### config.mk
export PLATFORM = sky130hd
export DESIGN_NAME = four_level_page_table_walker
export DESIGN_NICKNAME = d
export VERILOG_FILES = /design/src/hw/rtl/ptw_pkg.sv /design/src/hw/rtl/four_level_page_table_walker.sv
export SDC_FILE = /design/constraint.sdc
export NUM_CORES = 1
export LEC_CHECK = 0
export ABC_AREA = 1
export BUFFER_PORTS_ARGS = -buffer_cell sky130_fd_sc_hd__buf_2
export CORE_AREA = 5 5 177 179
export CTS_CLUSTER_SIZE = 16
export DETAILED_ROUTE_END_ITERATION = 6
export DIE_AREA = 0 0 182 184
export SETUP_SLACK_MARGIN = 0.3
export SYNTH_ARGS = -nofsm -noshare
export SYNTH_HDL_FRONTEND = slang
export SYNTH_SLANG_ARGS = --single-unit
### constraint.sdc
create_clock -name clk_i -period 3.3 [get_ports clk_i]
set_input_delay 0.165 -clock clk_i [delete_from_list [all_inputs] [get_ports clk_i]]
set_output_delay 0.165 -clock clk_i [all_outputs]
set_load 0.05 [all_outputs]
### src/hw/rtl/ptw_pkg.sv
package ptw_pkg;

  // Field widths
  localparam int unsigned VaBits    = 48;
  localparam int unsigned EntryBits = 64;
  localparam int unsigned AddrBits  = 52;
  localparam int unsigned IdxBits   = 9;
  localparam int unsigned OffBits   = 12;

  // Result kinds
  localparam logic [1:0] KindReq   = 2'd0;
  localparam logic [1:0] KindDone  = 2'd1;
  localparam logic [1:0] KindFault = 2'd2;
  localparam logic [1:0] KindIdle  = 2'd3;

  // Input opcodes
  localparam logic OpStart = 1'b0;
  localparam logic OpEntry = 1'b1;

  // Walk level codes; Idle means no walk pending
  localparam logic [2:0] LvlTop  = 3'd0;
  localparam logic [2:0] LvlDir1 = 3'd1;
  localparam logic [2:0] LvlDir2 = 3'd2;
  localparam logic [2:0] LvlLeaf = 3'd3;
  localparam logic [2:0] LvlIdle = 3'd4;

  // Entry bit positions
  localparam int unsigned PresentBit  = 0;
  localparam int unsigned PageSizeBit = 7;

  // Pick the 9-bit table index of a virtual address for one level
  function automatic logic [IdxBits-1:0] level_index(input logic [VaBits-1:0] va,
                                                      input logic [1:0]        lvl);
    logic [IdxBits-1:0] idx;
    case (lvl)
      2'd0:    idx = va[47:39];
      2'd1:    idx = va[38:30];
      2'd2:    idx = va[29:21];
      default: idx = va[20:12];
    endcase
    return idx;
  endfunction

endpackage

### src/hw/rtl/four_level_page_table_walker.sv
// Channel   Dir  Words                 Payload
// s_axis    in   start / table entry   tuser: opcode; tdata: virt_addr, entry_data
// m_axis    out  request/done/fault    tuser: result_kind; tdata: out_address, fault_level
// cfg       in   root register write   cfg_wdata_i: page_table_root
//
// One word is accepted per cycle while s_axis_tready is high; each result passes through the input
// register, then the result register, and is set by the single walk-state update.
// A stalled result register holds the input register, which then drops s_axis_tready.
// Reset clears the walk to idle and the root register to zero.
module four_level_page_table_walker
  import ptw_pkg::*;
#(
  parameter int unsigned PHYS_ADDR_BITS = 52
) (
  input  logic                        clk_i,
  input  logic                        rst_ni,
  // configuration
  input  logic                        cfg_we_i,
  input  logic [AddrBits-1:0]         cfg_wdata_i,    // page_table_root
  // input stream
  input  logic                        s_axis_tvalid,
  output logic                        s_axis_tready,
  input  logic [VaBits+EntryBits-1:0] s_axis_tdata,   // [47:0] virt_addr, [111:48] entry_data
  input  logic                        s_axis_tuser,   // [0] opcode
  // output stream
  output logic                        m_axis_tvalid,
  input  logic                        m_axis_tready,
  output logic [55:0]                 m_axis_tdata,   // [51:0] out_address, [53:52] fault_level
  output logic [1:0]                  m_axis_tuser    // [1:0] result_kind
);

  localparam logic [63:0]         PhysMask64 = (64'd1 << PHYS_ADDR_BITS) - 64'd1;
  localparam logic [AddrBits-1:0] PhysMask   = PhysMask64[AddrBits-1:0];
  localparam logic [AddrBits-1:0] BaseMask   = PhysMask & ~AddrBits'(12'hFFF);

  logic [AddrBits-1:0]  root_q;
  logic [2:0]           walk_level_q, walk_level_d;
  logic [VaBits-1:0]    held_va_q, held_va_d;

  logic                 in_valid_q;
  logic                 in_op_q;
  logic [VaBits-1:0]    in_va_q;
  logic [EntryBits-1:0] in_entry_q;

  logic                 out_valid_q;
  logic [1:0]           out_kind_q, out_kind_d;
  logic [AddrBits-1:0]  out_addr_q, out_addr_d;
  logic [1:0]           out_lvl_q, out_lvl_d;

  logic                 out_free;
  logic                 adv;
  logic [AddrBits-1:0]  entry_base;
  logic                 present;
  logic                 page_size;
  logic [1:0]           cur_lvl;

  // Handshake
  assign out_free      = !out_valid_q || m_axis_tready;
  assign adv           = in_valid_q && out_free;
  assign s_axis_tready = !in_valid_q || out_free;

  // Root register
  always_ff @(posedge clk_i or negedge rst_ni) begin
    if (!rst_ni) begin
      root_q <= '0;
    end else if (cfg_we_i) begin
      root_q <= cfg_wdata_i;
    end
  end

  // Input register
  always_ff @(posedge clk_i or negedge rst_ni) begin
    if (!rst_ni) begin
      in_valid_q <= 1'b0;
    end else if (s_axis_tready) begin
      in_valid_q <= s_axis_tvalid;
    end
  end

  always_ff @(posedge clk_i) begin
    if (s_axis_tready && s_axis_tvalid) begin
      in_op_q    <= s_axis_tuser;
      in_va_q    <= s_axis_tdata[VaBits-1:0];
      in_entry_q <= s_axis_tdata[VaBits+EntryBits-1:VaBits];
    end
  end

  // Check the entry and form the next address
  assign entry_base = in_entry_q[AddrBits-1:0] & BaseMask;
  assign present    = in_entry_q[PresentBit];
  assign page_size  = in_entry_q[PageSizeBit];
  assign cur_lvl    = walk_level_q[1:0];

  always_comb begin
    walk_level_d = walk_level_q;
    held_va_d    = held_va_q;
    out_kind_d   = KindIdle;
    out_addr_d   = '0;
    out_lvl_d    = '0;
    if (in_op_q == OpStart) begin
      held_va_d    = in_va_q;
      walk_level_d = LvlTop;
      out_kind_d   = KindReq;
      out_addr_d   = (root_q & BaseMask)
                   | {{(AddrBits-OffBits){1'b0}}, level_index(in_va_q, 2'd0), 3'b000};
    end else if (walk_level_q == LvlIdle) begin
      out_kind_d = KindIdle;
    end else if (!present || (page_size && (walk_level_q == LvlDir1 ||
                                            walk_level_q == LvlDir2))) begin
      walk_level_d = LvlIdle;
      out_kind_d   = KindFault;
      out_lvl_d    = cur_lvl;
    end else if (walk_level_q == LvlLeaf) begin
      walk_level_d = LvlIdle;
      out_kind_d   = KindDone;
      out_addr_d   = (entry_base | {{(AddrBits-OffBits){1'b0}}, held_va_q[OffBits-1:0]})
                   & PhysMask;
    end else begin
      walk_level_d = walk_level_q + 3'd1;
      out_kind_d   = KindReq;
      out_addr_d   = entry_base
                   | {{(AddrBits-OffBits){1'b0}},
                      level_index(held_va_q, cur_lvl + 2'd1), 3'b000};
    end
  end

  // Walk state
  always_ff @(posedge clk_i or negedge rst_ni) begin
    if (!rst_ni) begin
      walk_level_q <= LvlIdle;
    end else if (adv) begin
      walk_level_q <= walk_level_d;
    end
  end

  always_ff @(posedge clk_i) begin
    if (adv) begin
      held_va_q <= held_va_d;
    end
  end

  // Result register
  always_ff @(posedge clk_i or negedge rst_ni) begin
    if (!rst_ni) begin
      out_valid_q <= 1'b0;
    end else if (out_free) begin
      out_valid_q <= in_valid_q;
    end
  end

  always_ff @(posedge clk_i) begin
    if (adv) begin
      out_kind_q <= out_kind_d;
      out_addr_q <= out_addr_d;
      out_lvl_q  <= out_lvl_d;
    end
  end

  assign m_axis_tvalid = out_valid_q;
  assign m_axis_tuser  = out_kind_q;
  assign m_axis_tdata  = {2'b00, out_lvl_q, out_addr_q};

  // Checks
  a_fault_goes_idle: assert property (@(posedge clk_i) disable iff (!rst_ni)
    (adv && out_kind_d == KindFault) |=> (walk_level_q == LvlIdle))
    else $error("walk not idle after fault");

  a_start_goes_top: assert property (@(posedge clk_i) disable iff (!rst_ni)
    (adv && in_op_q == OpStart) |=> (walk_level_q == LvlTop && out_kind_q == KindReq))
    else $error("start did not begin walk at top level");

  a_stall_holds_input: assert property (@(posedge clk_i) disable iff (!rst_ni)
    (in_valid_q && !out_free) |=> (in_valid_q && $stable(in_entry_q)))
    else $error("input word lost under stall");

endmodule

Word level (Yosys, flattened, before mapping)

Cells that the tools add are included.

Register bits after elaboration: 262
Bits of input ports: 170
Output and inout bits: 60
Logic and storage cells: 56

$add $sub $neg: 2
Equality and inequality tests: 7
Mux-type cells: 17
Bitwise operators: 5
Reduce and logical (&&, ||, !) cells: 14

Operators with widths:

| kind                                                                   | number |
|---|---|
| 52-bit two-way mux                                                     | 4 |
| 52-bit by 12-bit OR with 52-bit output                                 | 3 |
| 9-bit two-way mux                                                      | 5 |
| 9-bit case mux with 3 select lines                                     | 1 |
| 3-bit two-way mux                                                      | 4 |
| 3-bit by 2-bit equality test with 1-bit output (second input constant) | 2 |
| 1-bit logical OR                                                       | 4 |
| 2-bit two-way mux                                                      | 2 |
| 2-bit AND reduction                                                    | 2 |
| 3-bit by 1-bit adder with 3-bit output (second input constant)         | 1 |
| 3-bit by 1-bit equality test with 1-bit output (second input constant) | 1 |
| 3-bit equality test (second input constant)                            | 1 |
| 1-bit logical AND                                                      | 3 |
| 1-bit logical NOT                                                      | 3 |
| 3-bit OR reduction                                                     | 1 |
| 2-bit by 1-bit adder with 2-bit output (second input constant)         | 1 |
| 2-bit by 1-bit equality test with 1-bit output (second input constant) | 1 |
| 2-bit equality test (second input constant)                            | 1 |
| 2-bit logical NOT                                                      | 1 |
| 2-bit != test (second input constant)                                  | 1 |
| 1-bit NOT                                                              | 2 |
| 1-bit two-way mux                                                      | 1 |

Depth between registers and ports, before layout

Depth after elaboration: 12
Mapped depth: 11
Mapped depth without buffers: 9

Least setup slack after synthesis

OpenSTA, ideal clock, no wires.

Kind: register to register
From: reg out_valid_q, in the netlist m_axis_tvalid
To: reg in_entry_q[0], enable pin
Library setup time: 444 ps
Arrival: 3,015 ps
Setup slack: -159 ps
Stages on the path, launching flop included: 4
Path buffers: 0
Cell sequence: dfrtp_1 > nand3_1 > nand2_1 > inv_1

Word-level cells in the longest chain between the ends: 4

RTL lines:

| element                  | RTL line                            | text |
|---|---|---|
| start: declaration       | four_level_page_table_walker.sv:45  | `logic out_valid_q;` |
| start signal: assignment | four_level_page_table_walker.sv:147 | `out_valid_q <= in_valid_q;` |
| 1-bit logical NOT        | four_level_page_table_walker.sv:58  | `assign out_free = !out_valid_q \|\| m_axis_tready;` |
| 1-bit logical OR         | four_level_page_table_walker.sv:58  |  |
| 1-bit logical OR         | four_level_page_table_walker.sv:60  | `assign s_axis_tready = !in_valid_q \|\| out_free;` |
| via s_axis_tready        | four_level_page_table_walker.sv:22  | `output logic s_axis_tready,` |
| 1-bit logical AND        | four_level_page_table_walker.sv:81  | `if (s_axis_tready && s_axis_tvalid) begin` |
| end signal: assignment   | four_level_page_table_walker.sv:84  | `in_entry_q <= s_axis_tdata[VaBits+EntryBits-1:VaBits];` |
| end: declaration         | four_level_page_table_walker.sv:43  | `logic [EntryBits-1:0] in_entry_q;` |

The timed path passes the listed nets, and every way through them passes these cells.
A chain may end at the register's enable or synchronous reset.

Worst setup path in the final report

From: reg walk_level_q[1]
To: reg out_addr_q[31] (data pin)

Word-level cells in the longest chain between the ends: 7

RTL lines:

| element                                                                                                          | RTL line                                                                 | text |
|---|---|---|
| start: declaration                                                                                               | four_level_page_table_walker.sv:37                                       | `logic [2:0] walk_level_q, walk_level_d;` |
| start signal: assignment                                                                                         | four_level_page_table_walker.sv:130                                      | `walk_level_q <= LvlIdle;` |
| start signal: assignment                                                                                         | four_level_page_table_walker.sv:132                                      | `walk_level_q <= walk_level_d;` |
| 3-bit by 1-bit equality test with 1-bit output or 3-bit by 2-bit equality test with 1-bit output (tied branches) | four_level_page_table_walker.sv:108, four_level_page_table_walker.sv:109 |  |
| 1-bit logical OR                                                                                                 | four_level_page_table_walker.sv:108                                      | `end else if (!present \|\| (page_size && (walk_level_q == LvlDir1 \|\|` |
| 1-bit logical AND                                                                                                | four_level_page_table_walker.sv:108                                      |  |
| 1-bit logical OR                                                                                                 | four_level_page_table_walker.sv:108                                      |  |
| 52-bit two-way mux                                                                                               | four_level_page_table_walker.sv:108                                      |  |
| 52-bit two-way mux (*)                                                                                           | four_level_page_table_walker.sv:106                                      | `end else if (walk_level_q == LvlIdle) begin` |
| 52-bit two-way mux (*)                                                                                           | four_level_page_table_walker.sv:100                                      | `if (in_op_q == OpStart) begin` |
| via out_addr_d[31]                                                                                               | four_level_page_table_walker.sv:47                                       | `logic [AddrBits-1:0] out_addr_q, out_addr_d;` |
| end signal: assignment                                                                                           | four_level_page_table_walker.sv:154                                      | `out_addr_q <= out_addr_d;` |
| end: declaration                                                                                                 | four_level_page_table_walker.sv:47                                       |  |

Mark *: on every way through the listed nets, which the timed path passes. The rest lies on a longest branch.

==> results.sh <==
export IMPL_cp_arrival_ns=2.82
export IMPL_routed_via_count=5986
export IMPL_critical_path_max_fanout=41
export IMPL_mappedNetlistArea_sq_um=8761
export IMPL_clock_root_buffer="sky130_fd_sc_hd__clkbuf_16"
export IMPL_floorplan_initialDensity_pct=29.80
export IMPL_worst_min_delay_path_class="in2reg"
export IMPL_worstMarginPinSlew_ns=0.9892
export IMPL_accumulated_negative_setup_slack_ns=0
export IMPL_drt_wirelength_per_cell_microns=17.12
export IMPL_drt_first_iter_violations=369
export IMPL_post_route_cells_drive_above_1_share_pct=25.83
export IMPL_worst_clock_skew_ns=0.008798
export IMPL_setup_worst_path_end_class="flip-flop"
export IMPL_global_route_usage_total_pct=13.66
export IMPL_cpPeakStageDelay_ns=0.66
export IMPL_io_buffers=193
export IMPL_multi_input_logic_area_sq_um=1463
export IMPL_die_area_sq_um=33490
export IMPL_core_rowCount=63
export IMPL_leading_area_contributor_after_synthesis="sky130_fd_sc_hd__edfxtp_1"
export IMPL_met3_length_microns=1365
export IMPL_dp_worst_setup_slack_ns=0.8524
export IMPL_synth_seq_area_share_pct=79.71
export IMPL_via_per_inst=4.331
export IMPL_cts_buffers=27
export IMPL_synth_ff_latch_count=240
export IMPL_max_clock_path_buffers=3
export IMPL_pin_count_of_the_biggest_net_entering_global_routing=92
export IMPL_power_density_cell_area_nw_per_um2=656.3
export IMPL_ant_nets=0
export IMPL_yosysWarnings=0
export IMPL_initial_antenna_violation_count=1
export IMPL_maxCapViolCount=0
export IMPL_fillers=2677
export IMPL_outcome="finished, final reports clean"
export IMPL_clk_insertion_delay_late_ns=0.53
export IMPL_fin_ws_ns=0.8207
export IMPL_total_power_mw=8.138
export IMPL_timing_final_max_slew_violations=0
export IMPL_syn_instance_count=636
export IMPL_die_w_microns=182
export IMPL_replace_congestion=0.7680
export IMPL_timing_final_hold_violations=0
export IMPL_synthToLayoutAreaGrowth_pct=41.53
export IMPL_ff_latch_area_sq_um=6983
export IMPL_finalNonFillerCells=1382
export IMPL_yosys_area_top_type_share_pct=66.84
export IMPL_cell_type_with_the_highest_occurrence_count_on_the_critical_path="sky130_fd_sc_hd__nand2_1"
export IMPL_buf_inv_stages_crit_path=3
export IMPL_design_final_nets=1149
export IMPL_setup_viol_count_final=0
export IMPL_layout_cell_area_non_filler_sq_um=12400
export IMPL_tritoncts="yes"
export IMPL_average_cell_area_after_synthesis_sq_um=13.78
export IMPL_finalWirelength_microns=23660
export IMPL_timing_hold_ws_ns=0.1453
export IMPL_leakage_power_of_the_design_nw=5.103
export IMPL_grt_first_pass_wirelength_microns=35730
export IMPL_rsz_0062_raised_after_global_routing="no"
export IMPL_ir_worst_vdd_v=0.0003380
export IMPL_routedLengthMet1_microns=9780
export IMPL_max_slew_margin_pct=34.06
export IMPL_critPathLaunchType="flip-flop"
export IMPL_global_route_overflow_total=0
export IMPL_dp_cells=1199
export IMPL_drt_first_pass_iters=4
export IMPL_post_synthesis_cell_type_count=19
export IMPL_timing_final_crit_period_ns=2.479
export IMPL_cpMaxStageDelayCell="sky130_fd_sc_hd__inv_2"
export IMPL_cp_data_required_time_ns=3.64
export IMPL_cts_repair_resized=0
export IMPL_core_area_sq_um=29400
export IMPL_top_level_pins=230
export IMPL_die_height_microns=184
export IMPL_start_to_end_type_of_the_worst_setup_path="reg2reg"
export IMPL_cts_max_level=1
export IMPL_hpwl_after_dpl_microns=13970
export IMPL_final_core_utilization_pct=42.17
export IMPL_clkSlewWorstSetupHoldPaths_ns=0.06
export IMPL_synth_area_top_cells="sky130_fd_sc_hd__edfxtp_1, sky130_fd_sc_hd__dfrtp_1, sky130_fd_sc_hd__nand2_1"
export IMPL_postPlaceCellArea_sq_um=10210
export IMPL_topRoutingLayerUsed="met4"
export IMPL_period_share_pct=75.13
export IMPL_cp_cell_sequence="inv_1, ha_1, inv_1, nand2_1, nand2_1, nand2_1, inv_2, nand3_1, o21ai_0"
export IMPL_fmaxAchievable_mhz=403.3
export IMPL_met2_wirelength_microns=11660
export IMPL_vias_in_the_first_global_route=6273
export IMPL_numClockSinks=240
export IMPL_drc=0
export IMPL_worst_path_dominant_cell_family="buffers and inverters"
-- layer usage --
| layer | GRT usage (%) | vias to the layer above |
|---|---|---|
| met2 | 23.14 | 211 |
| met1 | 17.39 | 2851 |
| met4 | 5.944 | 0 |
| met5 | 0 | - |
| li1 | - | 2865 |
| met3 | 2.256 | 59 |
-- placed cells by master, fill, tap and decap left out, types with 2 or more instances in the layout --
cell type and count:
sky130_fd_sc_hd__clkinvlp_4 4, sky130_fd_sc_hd__nor3b_2 3, sky130_fd_sc_hd__bufinv_16 2, sky130_fd_sc_hd__clkinv_2 8
sky130_fd_sc_hd__buf_4 8, sky130_fd_sc_hd__nor2_1 24, sky130_fd_sc_hd__nand2_1 131, sky130_fd_sc_hd__dlygate4sd3_1 135
sky130_fd_sc_hd__nand3_1 51, sky130_fd_sc_hd__conb_1 2, sky130_fd_sc_hd__dfrtp_1 44, sky130_fd_sc_hd__inv_1 49
sky130_fd_sc_hd__edfxtp_1 195, sky130_fd_sc_hd__clkinv_1 6, sky130_fd_sc_hd__clkbuf_16 27, sky130_fd_sc_hd__buf_2 193
sky130_fd_sc_hd__buf_12 2, sky130_fd_sc_hd__inv_2 3, sky130_fd_sc_hd__o21ai_0 82, sky130_fd_sc_hd__ha_1 6
sky130_fd_sc_hd__a21oi_1 9
-- sequential cells by signal, summed over array words and instances, names as in the netlist --
name	cells
out_addr_q	52
in_entry_q	42
in_va_q	48
in_valid_q	1
walk_level_q	3
out_lvl_q	2
m_axis_tuser	2
m_axis_tvalid	1
root_q	40
held_va_q	48
in_op_q	1
-- report_power, final --
part | switching [mW] | total (mW) | internal (mW)
logic | 1.08 | 1.51 | 0.431
registers | 0.111 | 3.79 | 3.68
clock network | 1.18 | 2.84 | 1.66
-- logic make-up after synthesis --
kind of cell               after synthesis  share of synthesized area (%)
AOI/OAI and AO/OA                       93                          5.441
adders and majority gates                6                         0.8569
buffers and inverters                   85                          3.870
DFF                                    240                          79.71
other                                    1                        0.04280
and+or+nand+nor                        211                          10.08
-- area by class of cell --
class / count / share of cell area (%)
Antenna cell: 1 / 0.02018
Clock buffer: 28 / 5.560
Clock inverter: 19 / 1.211
Inverter: 54 / 1.665
Multi-Input combinational cell: 312 / 11.80
Sequential cell: 240 / 56.32
Tap cell: 390 / 3.935
Timing Repair Buffer: 338 / 19.50
-- tightest hold or removal path, cell delays in order --
cell and delay, ns:
sky130_fd_sc_hd__buf_2 0.27, sky130_fd_sc_hd__nand2_1 0.11, sky130_fd_sc_hd__o21ai_0 0.07
-- cells in the mapped netlist (all sizes together) --
cell type and instances:
a21oi 10, buf 12, clkbuf 19, clkinv 1, conb 1, dfrtp 44, dfstp 1, edfxtp 195
ha 6, inv 53, nand2 131, nand3 52, nor2 25, nor3b 3, o21ai 83
-- worst paths after layout --
path / start / to / slack (ns) / cells past startpoint
setup / recovery: walk_level_q[1] / out_addr_q[31] / 0.82 / 9
hold / removal: cfg_we_i / root_q[29] / 0.15 / 3
setup reg to reg: walk_level_q[1] / out_addr_q[31] / 0.82 / 9
hold reg to reg: in_va_q[5] / held_va_q[5] / 0.42 / 0
max in group asynchronous: rst_ni / walk_level_q[2] / 2.14 / 3
min in group asynchronous: rst_ni / root_q[36] / 0.36 / 2
-- timing repair --
action                     in CTS  in global routing
setup buffers                   0                  0
setup endpoints to repair       0                  0
hold endpoints to repair      169                  0
hold buffers                  135                  0
(Power assumes the default switching activity.)
